--- src/rtl/core/osc_pkg.sv ---
// ----------------------------------------------------------------------------
// osc_pkg: shared types and constants
// Entry, transaction and cell command types for the ordered sequence store.
// ----------------------------------------------------------------------------
`default_nettype none

package osc_pkg;

  localparam int CAPACITY = 256;
  localparam int IDX_W    = $clog2(CAPACITY);
  localparam int CNT_W    = $clog2(CAPACITY + 1);
  localparam int POS_W    = $clog2(CAPACITY + 3);

  localparam logic [31:0] START_SITE  = 32'h0000_0000;
  localparam logic [63:0] START_CLOCK = 64'h0;
  localparam logic [31:0] END_SITE    = 32'hFFFF_FFFF;
  localparam logic [63:0] END_CLOCK   = 64'hFFFF_FFFF_FFFF_FFFF;

  typedef enum logic [1:0] {
    KIND_LOC_INS = 2'd0,
    KIND_LOC_DEL = 2'd1,
    KIND_REM_INS = 2'd2,
    KIND_REM_DEL = 2'd3
  } kind_e;

  typedef enum logic [1:0] {
    ST_DONE      = 2'd0,
    ST_NOT_FOUND = 2'd1,
    ST_DUPLICATE = 2'd2,
    ST_FULL      = 2'd3
  } status_e;

  typedef struct packed {
    logic [63:0] clock;
    logic [31:0] site;
    logic [31:0] chr;
    logic        gone;
  } entry_t;

  typedef struct packed {
    logic [1:0]  kind;
    logic [8:0]  position;
    logic [31:0] id_site;
    logic [63:0] id_clock;
    logic [31:0] value;
    logic [31:0] left_site;
    logic [63:0] left_clock;
    logic [31:0] right_site;
    logic [63:0] right_clock;
    logic [63:0] stamp;
  } in_t;

  typedef struct packed {
    logic [1:0]  status;
    logic        op_delete;
    logic [31:0] out_id_site;
    logic [63:0] out_id_clock;
    logic [31:0] out_value;
    logic [31:0] out_left_site;
    logic [63:0] out_left_clock;
    logic [31:0] out_right_site;
    logic [63:0] out_right_clock;
    logic [63:0] out_stamp;
    logic [8:0]  visible_count;
  } out_t;

  typedef struct packed {
    logic             rotate;
    logic             mark;
    logic             insert;
    logic [IDX_W-1:0] ins_idx;
    entry_t           new_entry;
  } cell_cmd_t;

endpackage

`default_nettype wire

--- src/rtl/core/osc_cell.sv ---
// ----------------------------------------------------------------------------
// osc_cell: one list slot
// Holds one entry; rotates toward the head or shifts right on insert.
// ----------------------------------------------------------------------------
`default_nettype none

module osc_cell (
  input  wire                      clk_i,
  input  wire  [osc_pkg::IDX_W-1:0] idx_i,
  input  osc_pkg::cell_cmd_t       cmd_i,
  input  osc_pkg::entry_t          prev_i,
  input  osc_pkg::entry_t          next_i,
  output osc_pkg::entry_t          entry_o
);

  import osc_pkg::*;

  entry_t entry_q;

  always_ff @(posedge clk_i) begin
    if (cmd_i.rotate) begin
      entry_q <= next_i;
    end else if (cmd_i.insert) begin
      if (idx_i == cmd_i.ins_idx) begin
        entry_q <= cmd_i.new_entry;
      end else if (idx_i > cmd_i.ins_idx) begin
        entry_q <= prev_i;
      end
    end
  end

  assign entry_o = entry_q;

endmodule

`default_nettype wire

--- config.mk ---
export PLATFORM = sky130hd
export DESIGN_NAME = osc_cell
export DESIGN_NICKNAME = d
export VERILOG_FILES = /design/src/rtl/core/osc_pkg.sv /design/src/rtl/core/osc_cell.sv
export SDC_FILE = /design/constraint.sdc
export NUM_CORES = 1
export LEC_CHECK = 0
export BUFFER_PORTS_ARGS = -buffer_cell sky130_fd_sc_hd__buf_2
export CORE_AREA = 2 2 211 213
export DETAILED_ROUTE_END_ITERATION = 8
export DIE_AREA = 0 0 213 215
export MAX_ROUTING_LAYER = met4
export PLACE_DENSITY = 0.42
export SLEW_MARGIN = 15
export SYNTH_ARGS = -nofsm -noshare
export SYNTH_HDL_FRONTEND = slang
export SYNTH_SLANG_ARGS = --single-unit
export TNS_END_PERCENT = 50
--- constraint.sdc ---
create_clock -name clk_i -period 11.7 [get_ports clk_i]
set_clock_uncertainty 0.05 [all_clocks]
set_input_delay 2.34 -clock clk_i [delete_from_list [all_inputs] [get_ports clk_i]]
set_output_delay 2.34 -clock clk_i [all_outputs]
set_load 0.01 [all_outputs]
==> results_dict.tcl <==
set metrics [dict create \
    synth_edf_count 129 \
    drt_pass1_iterations 4 \
    crit_fanout 67 \
    cts_hold_buf 0 \
    ys.flop_type "edfxtp_1" \
    yosysTopAreaCell "edfxtp_1" \
    hold_class "input port to register" \
    maxCapViolations 0 \
    post-route-drc-count 0 \
    timing.critical_path.to "entry_o[85]$_DFFE_PP_" \
    ios 536 \
    grt_pass1_wl_mm 35.0 \
    leakagePower_nw 4.54 \
    vdd_drop_max_mv 0.0783 \
    root_buffer "clkbuf_16" \
    routabilityCongestion 0.847 \
    grt_setup_unrepaired "false" \
    drv_slew 0 \
    synth_nets 1004 \
    fin_tns_setup_ns 0 \
    placed_cell_area_sq_um 10000 \
    required_ns 11.74 \
    synthCells 589 \
    cts.clk_slew.worst_paths_ns 0.06 \
    largest_reg_flops 129 \
    worst_pin_slew_ns 0.950 \
    yosysWarnings 0 \
    start_util_pct 15.5 \
    viasPerCell 3.65 \
    cts.sinks 129 \
    yosys-top-cells-count "nand2_1 (132), edfxtp_1 (129), mux2i_1 (129)" \
    startpoint "idx_i[6]" \
    cp_data_arrival_time_ns 4.97 \
    outcome "finished, final reports clean" \
    grt_max_degree 87 \
    synth_most_common_cell "nand2_1" \
    overflow 0 \
    cts_setup_buffers 0 \
    drtIter0Drc 218 \
    post_drt_wl_per_cell_um 14.3 \
    cts_buffer_depth 2 \
    powerDensity_nw_per_um2 131 \
    fin_crit_ns 4.94 \
    finalHoldViolCount 0 \
    htree_levels 4 \
    fmaxAchievable_mhz 203 \
    grtUsageTotal_pct 10.8 \
    drtAntennaViolNets 0 \
    postCtsResizedCells 0 \
    vias 6238 \
    insertedDiodeCount 0 \
    syn2layout_area_growth_pct 55.8 \
    period_share_pct 42.2 \
    syn_avg_cell_area_sq_um 11.5 \
    synth.distinct_cells 18 \
    dpl.hpwl_mm 19.8 \
    wl_mm 24.5 \
    fill_cells 4782 \
    die_h_um 215 \
    synth_area_sq_um 6770 \
    yosysSeqAreaShare_pct 57.2 \
    yosysTopAreaCellShare_pct 57.2 \
    path_class "input port to register" \
    synthTopCellsByArea "edfxtp_1 (57%), mux2i_1 (19%), o21ai_1 (8.1%)" \
    cts_tree "yes" \
    synth_seq_cells 129 \
    finalSetupViolations 0 \
    die_w_um 213 \
    cp-start-kind "input port" \
    layout.cells.non_filler 1709 \
    nets 1523 \
    final_cell_area_sq_um 10600 \
    async_flop_share_pct 0 \
    port_buffers 534 \
    first_global_vias 6271 \
    dp_cells 1681 \
    drive_above_1_share_pct 50.9 \
    die-area_sq_um 45800 \
    slew_headroom_pct 36.7 \
    antenna_found_initial 1 \
    cts_buffers 17 \
    core_region_area_sq_um 43600 \
    crit_path_end_kind "register" \
    rows 77 \
]
-- power by group --
part           total, mW  switching [mW]  internal (mW)
clock network      0.522           0.196          0.326
registers          0.600          0.0166          0.584
logic              0.256           0.141          0.115
-- critical path, cell delays in order --
cell,delay [ns]
buf_2,0.10
ha_1,0.31
nand4_1,0.17
nor3_4,0.24
a211o_1,0.14
a221o_4,0.15
buf_4,0.70
buf_4,0.79
-- cell families after synthesis --
logic type               share of synthesized area (%)
AO/OA/AOI/OAI                                     10.1
AND/OR/NAND/NOR                                   7.78
multiplexers                                      19.1
adder cells (fa/ha/maj)                           1.48
buffers and inverters                             4.40
flip-flops                                        57.2
-- metrics by stage --
stage / hold slack, ns / utilization (%) / power [mW] / worst slack, ns
finish: 2.11 / 24.2 / 1.38 / 6.76
global route: 2.08 / 24.2 / 1.45 / 6.49
CTS: 2.06 / 24.2 / 1.41 / 6.70
detailed placement: 2.58 / 22.9 / 0.873 / 6.17
global placement: 2.57 / 22.9 / 0.873 / 6.20
floorplan: 2.48 / - / 0.712 / 4.96
-- worst min-delay path by stage --
| stage | from | cells past startpoint | slack (ns) | end |
|---|---|---|---|---|
| CTS | next_i[63] | 3 | 2.06 | entry_o[63]$_DFFE_PP_ |
| global route | next_i[121] | 3 | 2.08 | entry_o[121]$_DFFE_PP_ |
| floorplan | next_i[0] | 2 | 2.48 | entry_o[0]$_DFFE_PP_ |
| detailed placement | next_i[3] | 3 | 2.58 | entry_o[3]$_DFFE_PP_ |
| global placement | next_i[94] | 3 | 2.57 | entry_o[94]$_DFFE_PP_ |
| finish | next_i[63] | 3 | 2.11 | entry_o[63]$_DFFE_PP_ |
-- cell usage in the layout, fill, tap and decap left out --
cell type and n:
a211o_1 1, a21oi_1 3, a221o_4 1, buf_2 533, buf_4 8, buf_6 1
bufinv_16 3, clkbuf_1 2, clkbuf_16 17, clkinv_1 1, clkinv_2 5, edfxtp_1 129
ha_1 8, inv_1 10, mux2i_1 129, nand2_1 132, nand3_1 1, nand4_1 1
nor2_1 1, nor3_4 1, o21ai_0 20, o21ai_1 110
-- layout make-up --
class                   instances  area, sq um  share of cell area [%]
clock inverters                 9          119                    1.13
clock buffers                  19          433                    4.10
repair buffers                542         2740                    25.9
inverters                      10         37.5                   0.356
flip-flops and latches        129         3870                    36.7
multi-input cells             408         2610                    24.8
well taps                     592          741                    7.02
-- layer usage --
metal / global-route usage (%) / routed length, um / vias up
met1: 11.7 / 9840 / 2746
met5: - / 0 / -
met4: 4.85 / 451 / 0
met3: 3.49 / 1830 / 23
met2: 18.1 / 12400 / 282
li1: - / - / 3187
Note: power is estimated with default switching activity, not from simulation.
