### src/rtl/core/osc_pkg.sv
// ----------------------------------------------------------------------------
// osc_pkg: shared types and constants
// Entry, transaction and cell command types for the ordered sequence store.
// ----------------------------------------------------------------------------
`default_nettype none

package osc_pkg;

  localparam int CAPACITY = 256;
  localparam int IDX_W    = $clog2(CAPACITY);
  localparam int CNT_W    = $clog2(CAPACITY + 1);
  localparam int POS_W    = $clog2(CAPACITY + 3);

  localparam logic [31:0] START_SITE  = 32'h0000_0000;
  localparam logic [63:0] START_CLOCK = 64'h0;
  localparam logic [31:0] END_SITE    = 32'hFFFF_FFFF;
  localparam logic [63:0] END_CLOCK   = 64'hFFFF_FFFF_FFFF_FFFF;

  typedef enum logic [1:0] {
    KIND_LOC_INS = 2'd0,
    KIND_LOC_DEL = 2'd1,
    KIND_REM_INS = 2'd2,
    KIND_REM_DEL = 2'd3
  } kind_e;

  typedef enum logic [1:0] {
    ST_DONE      = 2'd0,
    ST_NOT_FOUND = 2'd1,
    ST_DUPLICATE = 2'd2,
    ST_FULL      = 2'd3
  } status_e;

  typedef struct packed {
    logic [63:0] clock;
    logic [31:0] site;
    logic [31:0] chr;
    logic        gone;
  } entry_t;

  typedef struct packed {
    logic [1:0]  kind;
    logic [8:0]  position;
    logic [31:0] id_site;
    logic [63:0] id_clock;
    logic [31:0] value;
    logic [31:0] left_site;
    logic [63:0] left_clock;
    logic [31:0] right_site;
    logic [63:0] right_clock;
    logic [63:0] stamp;
  } in_t;

  typedef struct packed {
    logic [1:0]  status;
    logic        op_delete;
    logic [31:0] out_id_site;
    logic [63:0] out_id_clock;
    logic [31:0] out_value;
    logic [31:0] out_left_site;
    logic [63:0] out_left_clock;
    logic [31:0] out_right_site;
    logic [63:0] out_right_clock;
    logic [63:0] out_stamp;
    logic [8:0]  visible_count;
  } out_t;

  typedef struct packed {
    logic             rotate;
    logic             mark;
    logic             insert;
    logic [IDX_W-1:0] ins_idx;
    entry_t           new_entry;
  } cell_cmd_t;

endpackage

`default_nettype wire

### src/rtl/core/osc_ctrl.sv
// ----------------------------------------------------------------------------
// osc_ctrl: sequencer and head scanner
// Walks the rotating cell ring, resolves positions and ids, drives inserts.
// ----------------------------------------------------------------------------
`default_nettype none

module osc_ctrl (
  input  wire                 clk_i,
  input  wire                 rst_ni,
  input  wire                 in_valid_i,
  output logic                in_stall_o,
  input  osc_pkg::in_t        in_data_i,
  output logic                out_valid_o,
  input  wire                 out_stall_i,
  output osc_pkg::out_t       out_data_o,
  input  wire                 cfg_we_i,
  input  wire  [31:0]         cfg_data_i,
  input  osc_pkg::entry_t     head_i,
  output osc_pkg::cell_cmd_t  cmd_o
);

  import osc_pkg::*;

  typedef enum logic [6:0] {
    S_IDLE  = 7'b0000001,
    S_PASS1 = 7'b0000010,
    S_PREP  = 7'b0000100,
    S_PLACE = 7'b0001000,
    S_FIN   = 7'b0010000,
    S_SHIFT = 7'b0100000,
    S_DONE  = 7'b1000000
  } state_e;

  typedef struct packed {
    logic             stop;
    logic [POS_W-1:0] pos;
  } place_t;

  function automatic place_t place_step(
    input place_t           p,
    input logic [63:0]      c,
    input logic [31:0]      s,
    input logic [POS_W-1:0] i,
    input logic [63:0]      lc,
    input logic [31:0]      ls,
    input logic [63:0]      rc,
    input logic [31:0]      rs,
    input logic [63:0]      nc,
    input logic [31:0]      ns
  );
    place_t r;
    logic   less;
    r    = p;
    less = (c < nc) || ((c == nc) && (s < ns));
    if (!p.stop) begin
      if (c == lc && s == ls) begin
        r.pos = i + POS_W'(1);
      end else if (c == rc && s == rs) begin
        r.stop = 1'b1;
      end else if (i >= p.pos && less) begin
        r.pos = i + POS_W'(1);
      end
    end
    return r;
  endfunction

  state_e           state_q;
  in_t              in_q;
  logic [31:0]      site_q;
  logic [63:0]      clock_q;
  logic [CNT_W-1:0] total_q, viscnt_q, vis_q;
  logic [IDX_W-1:0] k_q, ins_idx_q;
  logic             hit_q, found_q, present_q, full_q;
  place_t           place_q;
  logic [63:0]      lc_q, rc_q, oclk_q;
  logic [31:0]      ls_q, rs_q, osite_q;
  out_t             out_q;
  logic             out_valid_q;

  logic             accept, active, vis_eq, id_eq, last_step, mark;
  logic [POS_W-1:0] i_cur, end_i, pos_fix;
  place_t           step_p, start_p, end_p;
  kind_e            kind, in_kind;
  out_t             res;

  assign kind      = kind_e'(in_q.kind);
  assign in_kind   = kind_e'(in_data_i.kind);
  assign accept    = in_valid_i && state_q == S_IDLE;
  assign active    = total_q > CNT_W'(k_q);
  assign vis_eq    = 32'(vis_q) == 32'(in_q.position);
  assign id_eq     = head_i.clock == in_q.id_clock && head_i.site == in_q.id_site;
  assign last_step = k_q == IDX_W'(CAPACITY - 1);
  assign i_cur     = POS_W'(k_q) + POS_W'(1);
  assign end_i     = POS_W'(total_q) + POS_W'(1);

  assign step_p  = place_step(place_q, head_i.clock, head_i.site, i_cur,
                              lc_q, ls_q, rc_q, rs_q, oclk_q, osite_q);
  assign start_p = place_step('0, START_CLOCK, START_SITE, '0,
                              lc_q, ls_q, rc_q, rs_q, oclk_q, osite_q);
  assign end_p   = place_step(place_q, END_CLOCK, END_SITE, end_i,
                              lc_q, ls_q, rc_q, rs_q, oclk_q, osite_q);

  always_comb begin
    pos_fix = end_p.pos;
    if (pos_fix < POS_W'(1)) pos_fix = POS_W'(1);
    if (pos_fix > end_i) pos_fix = end_i;
  end

  always_comb begin
    mark = 1'b0;
    if (state_q == S_PASS1 && active && !hit_q) begin
      if (kind == KIND_LOC_DEL) mark = !head_i.gone && vis_eq;
      if (kind == KIND_REM_DEL) mark = id_eq;
    end
  end

  always_comb begin
    cmd_o.rotate          = state_q == S_PASS1 || state_q == S_PLACE;
    cmd_o.mark            = mark;
    cmd_o.insert          = state_q == S_SHIFT;
    cmd_o.ins_idx         = ins_idx_q;
    cmd_o.new_entry.clock = oclk_q;
    cmd_o.new_entry.site  = osite_q;
    cmd_o.new_entry.chr   = in_q.value;
    cmd_o.new_entry.gone  = 1'b0;
  end

  // assemble the result from the held transaction state
  always_comb begin
    res = '0;
    res.op_delete     = kind == KIND_LOC_DEL || kind == KIND_REM_DEL;
    res.out_id_site   = osite_q;
    res.out_id_clock  = oclk_q;
    res.out_stamp     = clock_q;
    res.visible_count = 9'(viscnt_q);
    case (kind)
      KIND_LOC_INS: begin
        res.status = full_q ? ST_FULL : ST_DONE;
      end
      KIND_REM_INS: begin
        res.status = present_q ? ST_DUPLICATE : (full_q ? ST_FULL : ST_DONE);
      end
      default: begin
        res.status = hit_q ? ST_DONE : ST_NOT_FOUND;
      end
    endcase
    if ((kind == KIND_LOC_INS && !full_q) || kind == KIND_REM_INS) begin
      res.out_value       = in_q.value;
      res.out_left_site   = ls_q;
      res.out_left_clock  = lc_q;
      res.out_right_site  = rs_q;
      res.out_right_clock = rc_q;
    end
  end

  always_ff @(posedge clk_i or negedge rst_ni) begin
    if (!rst_ni) begin
      state_q     <= S_IDLE;
      site_q      <= 32'd1;
      clock_q     <= '0;
      total_q     <= '0;
      viscnt_q    <= '0;
      out_valid_q <= 1'b0;
    end else begin
      if (cfg_we_i) site_q <= cfg_data_i;
      if (out_valid_q && !out_stall_i && state_q != S_DONE) out_valid_q <= 1'b0;
      case (state_q)
        S_IDLE: begin
          if (accept) begin
            in_q      <= in_data_i;
            k_q       <= '0;
            vis_q     <= '0;
            hit_q     <= 1'b0;
            found_q   <= 1'b0;
            full_q    <= total_q == CNT_W'(CAPACITY);
            present_q <= (in_kind == KIND_REM_INS) &&
                         ((in_data_i.id_clock == START_CLOCK &&
                           in_data_i.id_site == START_SITE) ||
                          (in_data_i.id_clock == END_CLOCK &&
                           in_data_i.id_site == END_SITE));
            place_q   <= place_step('0, START_CLOCK, START_SITE, '0,
                                    in_data_i.left_clock, in_data_i.left_site,
                                    in_data_i.right_clock, in_data_i.right_site,
                                    in_data_i.id_clock, in_data_i.id_site);
            case (in_kind)
              KIND_LOC_INS: begin
                lc_q <= START_CLOCK;
                ls_q <= START_SITE;
                rc_q <= END_CLOCK;
                rs_q <= END_SITE;
                if (total_q == CNT_W'(CAPACITY)) begin
                  osite_q <= '0;
                  oclk_q  <= '0;
                  state_q <= S_DONE;
                end else begin
                  clock_q <= clock_q + 64'd1;
                  osite_q <= site_q;
                  oclk_q  <= clock_q + 64'd1;
                  state_q <= S_PASS1;
                end
              end
              KIND_LOC_DEL: begin
                osite_q <= '0;
                oclk_q  <= '0;
                state_q <= S_PASS1;
              end
              default: begin
                lc_q    <= in_data_i.left_clock;
                ls_q    <= in_data_i.left_site;
                rc_q    <= in_data_i.right_clock;
                rs_q    <= in_data_i.right_site;
                osite_q <= in_data_i.id_site;
                oclk_q  <= in_data_i.id_clock;
                state_q <= S_PASS1;
                if (in_data_i.stamp > clock_q) clock_q <= in_data_i.stamp;
              end
            endcase
          end
        end
        S_PASS1: begin
          // the scan index wraps back to zero after the last cell
          k_q <= k_q + IDX_W'(1);
          if (active) begin
            case (kind)
              KIND_LOC_INS: begin
                if (!head_i.gone && !found_q) begin
                  if (vis_eq) begin
                    rc_q    <= head_i.clock;
                    rs_q    <= head_i.site;
                    found_q <= 1'b1;
                  end else begin
                    lc_q  <= head_i.clock;
                    ls_q  <= head_i.site;
                    vis_q <= vis_q + CNT_W'(1);
                  end
                end
              end
              KIND_LOC_DEL: begin
                if (!head_i.gone && !hit_q) begin
                  if (vis_eq) begin
                    hit_q    <= 1'b1;
                    osite_q  <= head_i.site;
                    oclk_q   <= head_i.clock;
                    viscnt_q <= viscnt_q - CNT_W'(1);
                  end else begin
                    vis_q <= vis_q + CNT_W'(1);
                  end
                end
              end
              KIND_REM_INS: begin
                if (id_eq) present_q <= 1'b1;
                place_q <= step_p;
              end
              default: begin
                if (mark) begin
                  hit_q <= 1'b1;
                  if (!head_i.gone) viscnt_q <= viscnt_q - CNT_W'(1);
                end
              end
            endcase
          end
          if (last_step) begin
            case (kind)
              KIND_LOC_INS: state_q <= S_PREP;
              KIND_REM_INS: state_q <= S_FIN;
              default:      state_q <= S_DONE;
            endcase
          end
        end
        S_PREP: begin
          place_q <= start_p;
          state_q <= S_PLACE;
        end
        S_PLACE: begin
          k_q <= k_q + IDX_W'(1);
          if (active) place_q <= step_p;
          if (last_step) state_q <= S_FIN;
        end
        S_FIN: begin
          ins_idx_q <= IDX_W'(pos_fix - POS_W'(1));
          // drop duplicates and inserts into a full list
          if (present_q || full_q) state_q <= S_DONE;
          else                     state_q <= S_SHIFT;
        end
        S_SHIFT: begin
          total_q  <= total_q + CNT_W'(1);
          viscnt_q <= viscnt_q + CNT_W'(1);
          state_q  <= S_DONE;
        end
        S_DONE: begin
          if (!out_valid_q || !out_stall_i) begin
            out_q       <= res;
            out_valid_q <= 1'b1;
            state_q     <= S_IDLE;
          end
        end
        default: state_q <= S_IDLE;
      endcase
    end
  end

  assign in_stall_o  = state_q != S_IDLE;
  assign out_valid_o = out_valid_q;
  assign out_data_o  = out_q;

endmodule

`default_nettype wire

### config.mk
export PLATFORM = sky130hd
export DESIGN_NAME = osc_ctrl
export DESIGN_NICKNAME = d
export VERILOG_FILES = /design/src/rtl/core/osc_pkg.sv /design/src/rtl/core/osc_ctrl.sv
export SDC_FILE = /design/constraint.sdc
export NUM_CORES = 2
export LEC_CHECK = 0
export ABC_AREA = 1
export BUFFER_PORTS_ARGS = -buffer_cell sky130_fd_sc_hd__buf_4
export CAP_MARGIN = 20
export CORE_AREA = 2 2 424 426
export CTS_CLUSTER_DIAMETER = 60
export DETAILED_ROUTE_END_ITERATION = 16
export DIE_AREA = 0 0 426 428
export SLEW_MARGIN = 0
export SYNTH_ARGS = -nofsm -noshare
export SYNTH_HDL_FRONTEND = slang
export SYNTH_SLANG_ARGS = --single-unit
### constraint.sdc
create_clock -name clk_i -period 18 [get_ports clk_i]
set_clock_uncertainty 0.05 [all_clocks]
set_input_delay 2.7 -clock clk_i [delete_from_list [all_inputs] [get_ports clk_i]]
set_output_delay 2.7 -clock clk_i [all_outputs]
set_load 0.05 [all_outputs]
==> impl_results.md <==
- Clk_lat worst skew: 0.82 ns
- Initial antenna violation count: between 70 and 80
- Post-place setup slack: 9.96 ns
- Initial Util: 29.2%
- Io pins: approximately 1100
- Crit-path max FO: 6
- Reg clk slew, reported paths: around 0.050 ns
- Vias per inst: 5.35
- Total global-route track usage: 31.4%
- Die height: approximately 430 µm
- Residual DRC: 0
- Least-Margin Pin Slew: 1.15 ns
- Fmax: ~0.13 GHz
- Worst path depth: 10
- Global route overflow: 0
- IO buf count: 1065
- Clk sinks: a little under 1000
- Pwr dens: approximately 140 nW/µm²
- CP max stage cell: nor4_1
- Final hold slack: 0.445 ns
- Final Critical Period: approximately 8 ns
- Seq/Total Area, Yosys: between 50% and 60%
- HPWL after DPL: 240000 µm
- Syn Inst Count: about 5400
- Row count: between 150 and 200
- Max-cap violations: 0
- Top Family by Delay on Critical Path: simple AND/OR/NAND/NOR gates
- Post-Route WL: about 290000 µm
- TritonRoute pass-1 iters: 9
- First-pass GRT wire length: ~400000 µm
- Count of cell types in the netlist: 60
- Pleak: ~0.028 µW
- Die X-Extent: 426 µm
- Worst Reg-to-Reg Cells: 28
- PnR worst setup slack: 10.03 ns
- Post-Syn Area: ~52000 µm²
- Avg WL per Cell: ~33 µm
- Number of global-route vias before repair: roughly 45000
- R2R Setup Slk: about 13 ns
- Maximum root-to-sink buffer count: 3
- Leading cell type in the layout, fill and taps excluded: buf_4
- Fraction of registers with async set/reset: roughly an eighth
- Final hold viol count: 0
- ANT nets after route: 0
- Post-CTS setup buffer count: 0
- Core box area: approximately 180000 µm²
- Share of cells above drive strength 1: ~22%
- Worst hold path depth: 0
- EDFF count, synth: around 860
- Yosys warnings: 0
- Drt first-iter violations: between 6000 and 7000
- Post-Syn Area per Cell: ~9.7 µm²
- Fin. max-slew vios: 0
- Crit-path cells: buf_4 -> xor2_1 -> nor4_1 -> nand2_1 -> nor3_1 -> nand4_1 -> nand2_1 -> nand3_1 -> inv_1 -> buf_4
- Largest stage delay, worst path: 0.70 ns
- Fill cell count: 18100
- Startpoint Class: primary input
- Crit path kind: primary input to output port
- Relative slew slack: around 23%
- Area grow syn2layout: 28.1%
- Cts bufs inserted: between 100 and 150
- Post-synthesis register bit count: roughly 980
- Most frequent cells in the layout: 1099 x buf_4, 1042 x nand2_1, 862 x edfxtp_1, 702 x inv_1, 489 x nor2_1
- Bufs and invs on worst path: 3
- Setup TNS: 0 ns
- Outcome: completed
- Tcrit/Tclk final: between 40 and 50%
- Kind of capture point of the worst setup path: output port
- HP Class: register to register
- Post-Syn Nets: between 6000 and 7000
- Post-CTS Hold Buffers: 0
- Post-synth top flop: edfxtp_1
- Via count: 47300
- Setup-failing EPs final: 0
- CTS tree: done
- Post-cts sizing count: 0
- H-tree depth: 4
- Die area: 182000 µm²
- Final Wtd Congestion: 1.04
- Root Driver: clkbuf_16
- Nets: between 7000 and 8000
- Largest net degree at the start of global routing: 160
- RSZ-0062 raised after global routing: false
- Worst Path Arrival: approximately 5.2 ns
- Maximum vdd drop: around 0.074 mV
- Critical path data required time: approximately 15 ns
Yosys cell counts, types with 6 or more instances:
library cell	instances	area [µm²]
buf_1	17	63.8
o21ai_0	321	1610
o221ai_1	6	52.6
o211ai_1	11	82.6
xor2_1	169	1480
xnor2_1	61	534
nor3_1	78	390
a211oi_1	13	97.6
ha_1	199	2490
o21ai_1	6	30.0
nand2_1	1044	3920
a21oi_1	144	721
o31ai_1	18	135
buf_4	131	983
inv_1	703	2640
a32oi_1	32	280
nor2_2	6	37.5
o22ai_1	37	231
or2_2	21	131
nand4_1	171	1070
nand3_1	241	1210
mux2_2	32	360
nand2_2	12	75.1
a221oi_1	20	175
nor2_1	492	1850
dfrtp_1	120	3000
o2111ai_1	8	70.1
edfxtp_1	862	25900
nor4_1	183	1140
clkbuf_1	126	473
a31oi_1	7	43.8
metal layers:
| metal | track usage (%) | vias up | wire (µm) |
|---|---|---|---|
| met1 | 39.4 | 23400 | 114000 |
| met4 | 21.3 | 16 | 21500 |
| li1 | - | 20400 | - |
| met3 | 6.19 | 646 | 25100 |
| met5 | 0 | - | 95 |
| met2 | 48.6 | 2852 | 134000 |
cells by family after synthesis:
group | Yosys count | synth area share [%]
AOI/OAI and AO/OA | 639 | 7.05
xor gates and xnor gates | 232 | 3.95
adders and majority gates | 200 | 4.84
buffers and inverters | 988 | 8.12
DFF | 984 | 55.9
muxes | 32 | 0.695
other | 1 | 0.00724
and+or+nand+nor | 2277 | 19.5
area by class of cell:
cell class | instances | area [µm²] | area share, %
clock buffer | 161 | 3600 | 5.43
clock inverter | 92 | 1020 | 1.54
sequential | 984 | 28900 | 43.6
tap | 2355 | 2950 | 4.44
multi-input combinational | 3381 | 18800 | 28.3
inverter | 709 | 2670 | 4.02
antenna | 53 | 133 | 0.200
timing repair buffer | 1104 | 8320 | 12.5
sequential cells by signal, summed over array words and instances (netlist names), 8 cells and up:
register	count
rs_q	32
oclk_q	64
clock_q	64
out_data_o	396
place_q	10
site_q	32
ins_idx_q	8
in_q	105
total_q	9
vis_q	9
lc_q	64
cmd_o	32
rc_q	64
osite_q	32
viscnt_q	9
ls_q	32
k_q	8
final timing paths:
kind	startpoint	to
min in group asynchronous	rst_ni	out_valid_o
setup / recovery	head_i[60]	cmd_o[138]
max in group asynchronous	rst_ni	site_q[15]
hold / removal	viscnt_q[6]	out_data_o[6]
hold reg to reg	viscnt_q[6]	out_data_o[6]
setup reg to reg	lc_q[54]	ins_idx_q[4]
report_power, final:
part	leakage (µW)	internal, µW	switching [µW]	total (µW)
Clock	0.00223	1650	1150	2800
Sequential	0.00932	3070	574	3640
Combinational	0.0169	787	2090	2880
stage by stage:
| stage | util (%) | total power (µW) | instances | area, µm² |
|---|---|---|---|---|
| CTS | 37.3 | 9290 | 8784 | 66200 |
| finish | 37.4 | 9320 | 8839 | 66400 |
| detailed placement | 34.7 | 6480 | 8531 | 61600 |
| global route | 37.4 | 9690 | 8838 | 66400 |
| floorplan | - | 5240 | 5353 | 51800 |
| global placement | 34.7 | 6440 | 8531 | 61600 |
(Power assumes the default switching activity.)
